==> src/hw/rtl/tpns_pkg.sv <==
// Package with shared types, constants and the controller state encoding of the sampler.
package tpns_pkg;

  localparam int unsigned MaxEntriesDefault = 1024;
  localparam int unsigned ProbW = 16;
  localparam int unsigned RandW = 16;
  localparam int unsigned ThrW = 17;
  localparam int unsigned IdxOutW = 10;
  localparam int unsigned SizeOutW = 11;
  localparam logic [ThrW-1:0] ThrReset = 17'd58982;

  typedef enum logic [3:0] {
    ST_LOAD,
    ST_PASS,
    ST_SEG,
    ST_MSTEP,
    ST_MCAPI,
    ST_MCAPJ,
    ST_PRD,
    ST_PCAP,
    ST_DRD,
    ST_DCAP,
    ST_DONE
  } tpns_state_t;

  typedef struct packed {
    logic load_we;
    logic load_last;
    logic pass_start;
    logic seg_start;
    logic seg_next;
    logic swap;
    logic rd_i;
    logic rd_j;
    logic merge_wr;
    logic cap_i;
    logic cap_j;
    logic pre_start;
    logic pre_rd;
    logic pre_acc;
    logic draw_start;
    logic draw_rd;
    logic draw_acc;
  } tpns_cmd_t;

  typedef struct packed {
    logic sort_done;
    logic seg_end;
    logic pass_end;
    logic need_i;
    logic need_j;
    logic pre_done;
    logic draw_end;
    logic draw_hit;
  } tpns_stat_t;

endpackage

==> src/hw/rtl/tpns_ctrl.sv <==
// Controller state machine that sequences load, merge sort, prefix scan and draw.
module tpns_ctrl (
  input  logic                 clk,
  input  logic                 rst_n,
  input  logic                 in_fire,
  input  logic                 in_last,
  input  logic                 out_ready,
  output logic                 in_ready,
  output logic                 out_valid,
  output tpns_pkg::tpns_cmd_t  cmd,
  input  tpns_pkg::tpns_stat_t stat,
  output tpns_pkg::tpns_state_t state
);
  import tpns_pkg::*;

  tpns_state_t state_r, state_nxt;

  always_ff @(posedge clk) begin
    if (!rst_n) begin
      state_r <= ST_LOAD;
    end else begin
      state_r <= state_nxt;
    end
  end

  assign state = state_r;

  always_comb begin
    state_nxt = state_r;
    cmd = '0;
    in_ready = 1'b0;
    out_valid = 1'b0;
    unique case (state_r)
      ST_LOAD: begin
        in_ready = 1'b1;
        if (in_fire) begin
          cmd.load_we = 1'b1;
          if (in_last) begin
            cmd.load_last = 1'b1;
            state_nxt = ST_PASS;
          end
        end
      end
      ST_PASS: begin
        if (stat.sort_done) begin
          cmd.pre_start = 1'b1;
          state_nxt = ST_PRD;
        end else begin
          cmd.pass_start = 1'b1;
          state_nxt = ST_SEG;
        end
      end
      ST_SEG: begin
        cmd.seg_start = 1'b1;
        state_nxt = ST_MSTEP;
      end
      ST_MSTEP: begin
        if (stat.seg_end) begin
          if (stat.pass_end) begin
            cmd.swap = 1'b1;
            state_nxt = ST_PASS;
          end else begin
            cmd.seg_next = 1'b1;
            state_nxt = ST_SEG;
          end
        end else if (stat.need_i) begin
          cmd.rd_i = 1'b1;
          state_nxt = ST_MCAPI;
        end else if (stat.need_j) begin
          cmd.rd_j = 1'b1;
          state_nxt = ST_MCAPJ;
        end else begin
          cmd.merge_wr = 1'b1;
        end
      end
      ST_MCAPI: begin
        cmd.cap_i = 1'b1;
        state_nxt = ST_MSTEP;
      end
      ST_MCAPJ: begin
        cmd.cap_j = 1'b1;
        state_nxt = ST_MSTEP;
      end
      ST_PRD: begin
        if (stat.pre_done) begin
          cmd.draw_start = 1'b1;
          state_nxt = ST_DRD;
        end else begin
          cmd.pre_rd = 1'b1;
          state_nxt = ST_PCAP;
        end
      end
      ST_PCAP: begin
        cmd.pre_acc = 1'b1;
        state_nxt = ST_PRD;
      end
      ST_DRD: begin
        if (stat.draw_end) begin
          state_nxt = ST_DONE;
        end else begin
          cmd.draw_rd = 1'b1;
          state_nxt = ST_DCAP;
        end
      end
      ST_DCAP: begin
        cmd.draw_acc = 1'b1;
        if (stat.draw_hit) begin
          state_nxt = ST_DONE;
        end else begin
          state_nxt = ST_DRD;
        end
      end
      ST_DONE: begin
        out_valid = 1'b1;
        if (out_ready) begin
          state_nxt = ST_LOAD;
        end
      end
      default: state_nxt = ST_LOAD;
    endcase
  end
endmodule

==> config.mk <==
export PLATFORM = sky130hd
export DESIGN_NAME = tpns_ctrl
export DESIGN_NICKNAME = d
export VERILOG_FILES = /design/src/hw/rtl/tpns_pkg.sv /design/src/hw/rtl/tpns_ctrl.sv
export SDC_FILE = /design/constraint.sdc
export NUM_CORES = 1
export LEC_CHECK = 0
export BUFFER_PORTS_ARGS = -buffer_cell sky130_fd_sc_hd__buf_2
export CORE_AREA = 2 2 39 41
export CTS_CLUSTER_DIAMETER = 60
export DETAILED_ROUTE_END_ITERATION = 6
export DIE_AREA = 0 0 41 43
export GPL_ROUTABILITY_DRIVEN = 0
export GPL_TIMING_DRIVEN = 0
export PLACE_DENSITY = 0.82
export SLEW_MARGIN = 20
export SYNTH_ARGS = -nofsm -noshare
export SYNTH_HDL_FRONTEND = slang
export SYNTH_SLANG_ARGS = --single-unit
==> constraint.sdc <==
create_clock -name clk -period 3 [get_ports clk]
set_clock_uncertainty 0.2 [all_clocks]
set_input_delay 0.3 -clock clk [delete_from_list [all_inputs] [get_ports clk]]
set_output_delay 0.3 -clock clk [all_outputs]
set_load 0.03 [all_outputs]
* Word level (Yosys, flattened, before mapping)
Index checks and enable logic that the tools add are counted.
** Storage, ports and cells
- Register bits :: 4
- Bits in latches :: 0
- Memory bits (writable) :: 0
- ROM bits :: 0
- Bits of input ports :: 13
- Output and inout bits :: 23
- Logic and storage cells :: 59
- Memories :: 0
** Operators by class
- Add/sub/neg operators :: 0
- $mul :: 0
- Div/mod/pow operators :: 0
- $lt $le $gt $ge :: 0
- Equality and inequality tests :: 14
- Shifts and indexed selects :: 0
- Multiplexer cells :: 41
- Bitwise gates (word level) :: 0
- Reductions and logical operators :: 3
** Operator list (count)
- one-hot mux 4 bit (9 select lines) :: 1
- two-way mux 4 bit :: 7
- two-way mux 1 bit :: 23
- == test 4 x 3 -> 1 bit, second input constant :: 4
- two-way mux 2 bit :: 7
- == test 4 bit, second input constant :: 3
- == test 4 x 2 -> 1 bit, second input constant :: 2
- two-way mux 3 bit :: 2
- inequality test 2 bit, second input constant :: 3
- two-way mux 5 bit :: 1
- == test 4 x 1 -> 1 bit, second input constant :: 1
- zero test 4 bit :: 1
- inequality test 4 bit, second input constant :: 1
- AND reduction 4 bit :: 1
- OR reduction 3 bit :: 1

* Longest topological paths before layout
- Word-level depth :: 4
- Gate-level depth with buffers :: 5
- Gate-level depth less buffers :: 4

* Worst setup path before layout
No wires, ideal clock.
- Path type :: register -> output
- From :: reg state_r[0] (netlist: state[0])
- To :: out cmd[9] (netlist name)
- Data arrival time :: 1827 ps
- Data required time :: 2500 ps
- Slack :: 673 ps
- Cell stages (with the launch flop) :: 5
- Buffers on the path :: 1
- Cell sequence :: dfxtp_1 -> buf_4 -> and4bb_4 -> nand2b_1 -> nor3b_1
** RTL lines
- from (decl) :: RTL line tpns_ctrl.sv:16 : tpns_state_t state_r, state_nxt;
- from (signal assigned) :: RTL line tpns_ctrl.sv:22 : state_r <= state_nxt;
- to (decl) :: RTL line tpns_ctrl.sv:10 : output tpns_pkg::tpns_cmd_t cmd,

==> flow_results.org <==
** Synthesis
- After Yosys synthesis, and, or, nand and nor cells account for 55.6% of the synthesized area.
- The most used flip-flop cell after synthesis is sky130_fd_sc_hd__dfxtp_1.
- Dominant combinational cell family by area after synthesis :: simple AND/OR/NAND/NOR gates
- After synthesis, the most frequently instantiated cells are sky130_fd_sc_hd__nor2_1, sky130_fd_sc_hd__nand2b_1, sky130_fd_sc_hd__dfxtp_1, sky130_fd_sc_hd__nand2_1, sky130_fd_sc_hd__nor3_1.
- Mean post-synth cell area :: 8.23 sq um
- Synth Net Count :: between 70 and 80
- Post-synth design cell area :: 527 sq um
- After synthesis, flip-flops and latches occupy 15.2% of the total area.
- Top-count cell post-synth :: sky130_fd_sc_hd__nor2_1
- Syn. warnings :: 0
- Of the post-synthesis cell area, the part taken by muxes is 1.90%.
- Summing the areas of all fa, ha and maj instances in the mapped netlist gives 0% of the synthesized area.
- Area contributors post-synth :: sky130_fd_sc_hd__dfxtp_1, sky130_fd_sc_hd__nand2b_1, sky130_fd_sc_hd__nand2b_4
- Cells after Synth :: between 60 and 70
- In this run, synthesis produced a sequential element count of 4.
- Count of flip-flops with a built-in enable after synthesis :: 0
- Compound-gate portion of the synthesized area :: 16.6%
- The largest total area in the synthesized netlist belongs to sky130_fd_sc_hd__dfxtp_1.
- Yosys cell types :: 35
- Of the total synthesized cell area, the portion taken by XOR and XNOR cells is 0%.
- Counting flops with an async set or reset pin after synthesis yields a share of 0%.
- Area share of the largest cell type after synthesis :: 15.2%

** Timing
- Count of endpoints failing setup in the final report :: 0
- The number of pins exceeding their max-slew limit in the final report was 0.
- For the finished layout, the period the worst path requires is 2.05 ns.
- The worst path uses 68.2% of the clock period.
- Min setup slack post-route :: 0.954 ns
- The worst pin sits at a relative slew slack of 78.1%.
- Tightest Pin Transition :: 0.325 ns
- Setup repair after global routing missed its margin :: false
- Based on the critical path, the design can be clocked at up to between 400 and 500 MHz.
- Count of final hold-check violations :: 0
- Summed over all failing endpoints, the final setup total negative slack is 0 ns.

** Global routing
- Global routing consumed, on the met3 layer, between 4 and 5% of the routing resources.
- The first global-routing pass estimated around 2200 um of wire.
- Total grt overflow :: 0
- Busiest metal layer after global routing :: met2
- Met1 Use GR :: 24.2%
- Via count of the first global-routing pass :: 524
- Number of antenna violations at the first check in global routing :: 0
- Overall routing resource usage :: 17.3%
- For this run, global-route usage on met2 was measured as 26.6%.
- Pin count of the biggest net entering global routing :: 11

** CTS
- After clock tree synthesis, the setup repair step added 0 buffers.
- The clock passes through at most 2 buffers.
- CTS tree :: built
- Source-to-sink clock delay at the later pin of the worst-skew pair :: 0.23 ns
- Clock buffer count from CTS :: 3
- Hold repair after CTS inserted 0 buffers.
- CTS H-tree depth :: 1
- In this run the clock root is driven by a sky130_fd_sc_hd__clkbuf_4.
- After clock tree synthesis, the repair step resized 0 gates.
- Sinks on the clock net :: 4
- After clock tree synthesis, the clock-pin slew on the worst setup and hold paths is approximately 0.04 ns.

** Worst setup path
- Register-to-register setup slack :: about 1.4 ns
- CP Data Required Time :: roughly 2.5 ns
- CP Class :: reg -> out
- Data on the critical path arrives at its endpoint at 1.55 ns.
- The endpoint identified for the worst register-to-register timing path is state[1].
- Counting cells, the worst reg-to-reg path comes to 5.
- Reg-to-reg startpoint :: state[0]
- STA classifies the critical path endpoint as an output pin.
- Maximum net fanout on the critical path :: 10
- Startpoint Class :: flip-flop

** Placed design
- During placement, the flow inserted port buffers numbering 35.
- Final HPWL DP :: 1150 um
- Prior to clock tree synthesis, the placed netlist has a worst setup slack of 1.19 ns.
- Standard cell area after detailed placement :: 722 sq um

** Floorplan
- Row generation in the floorplan step produced 14 rows.
- Vertical extent of the die :: between 40 and 50 um
- Die width :: 41 um
- Once the floorplan was initialized, standard cells occupied 38.1% of the core.
- Core outline area :: between 1000 and 1500 sq um
- I/O Pins :: 36
- Die footprint :: 1760 sq um

** Min path
- Worst hold path stage count :: 2
- Hold-critical path endpoint :: state[1]
- HP Start :: rst_n
- Worst Hold Class :: in -> reg

** Detailed routing
- Summing over every cut layer, the via total after detailed routing is 617.
- Number of DRC violations after detailed routing :: 0
- In this run, the number of DRC markers left after iteration 0 of detailed routing was 15.
- Drt total wl :: 1380 um
- Wire length per cell :: around 12 um
- Ratio of routed vias to standard cells :: 5.23
- The count of nets left with antenna violations once routing finished came out at 0.
- Drt pass-1 iters :: 4

** Job
- Count of max-cap constraint violations :: 0

** Final layout
- 0 antenna diodes ended up in the layout.
- The area growth from synthesis to layout is 41.3%.
- Final standard cell utilization of the core :: 53.8%
- Summing all non-filler instances in the final layout gives an area of 744 sq um.
- The net count of the finished layout is roughly 120.
- Max FFs per register :: 4
- Share of post-route cells with drive strength above 1 :: 53.9%

** Run status
- The run finished with clean final reports.

** Power
- Dividing total power by cell area gives a power density of 819 nW/um^2.
- Static Leakage :: 0.000378 uW
- Max VDD drop :: 0.000381 V
stage by stage:
stage / total power, uW / hold slack [ns] / std cells
4_1_cts: 614 / 0.128 / 118
6_report: 610 / 0.134 / 118
2_1_floorplan: 446 / 0.228 / 64
3_5_place_dp: 546 / 0.374 / 115
5_1_grt: 656 / 0.134 / 118
3_3_place_gp: 542 / 0.368 / 115
layer usage:
layer / share of wire (%) / wire length [um] / vias up
met5: 0 / 0 / -
met4: 0.44 / 6 / 0
met3: 9.7 / 133 / 2
met2: 47 / 641 / 41
met1: 43 / 597 / 264
li1: - / - / 310
where the power goes:
group,internal [uW],total (uW),switching (uW)
clock,44.6,64.2,19.7
combinational,174,464,291
sequential,69.8,81.3,11.4
worst max path at each step:
stage / start / to / slack, ns
after floorplan: state[0] / cmd[9] / 0.67
after global placement: state[0] / cmd[9] / 1.23
after detailed placement: state[0] / cmd[9] / 1.19
after CTS: state[0] / cmd[9] / 0.94
after global routing: state[0] / cmd[9] / 0.88
final: state[0] / cmd[9] / 0.95
worst max-delay path, cell delays in order, from the launching register on:
cell	delay, ns
sky130_fd_sc_hd__dfxtp_1	0.31
sky130_fd_sc_hd__buf_4	0.19
sky130_fd_sc_hd__and4bb_4	0.28
sky130_fd_sc_hd__nand2b_1	0.11
sky130_fd_sc_hd__nor3b_1	0.20
sky130_fd_sc_hd__buf_2	0.22
placed cells by master, fill, tap and decap left out, drive strengths merged:
master	synthesis	final
o21ai	3	3
a31oi	2	2
mux2i	1	1
nor3	6	6
clkbuf	0	3
nand3b	1	1
a21oi	2	2
a22oi	1	1
dfxtp	4	4
o221ai	1	1
nor2b	1	1
nor2	7	7
nor4b	1	1
a211oi	2	2
and4bb	2	2
nand2b	7	7
nor4	4	4
and3	2	2
and2	1	1
o31a	1	1
nor3b	1	1
buf	4	39
inv	5	5
nand2	4	4
nand3	1	1
area by class of cell:
| cell class | instances | area (sq um) |
|---|---|---|
| timing repair buffer | 35 | 175 |
| clock buffer | 3 | 22.5 |
| sequential | 4 | 80.1 |
| tap | 16 | 20.0 |
| multi-input combinational | 51 | 390 |
| fill | 141 | 639 |
| buffer | 4 | 37.5 |
| inverter | 5 | 18.8 |
cell families (layout without fill, tap and decap cells):
| family | after synthesis | after routing |
|---|---|---|
| muxes | 1 | 1 |
| and+or+nand+nor | 38 | 38 |
| DFF | 4 | 4 |
| AOI/OAI and AO/OA | 12 | 12 |
| buffers and inverters | 9 | 47 |
No activity file was read; power rests on OpenSTA's default activity.
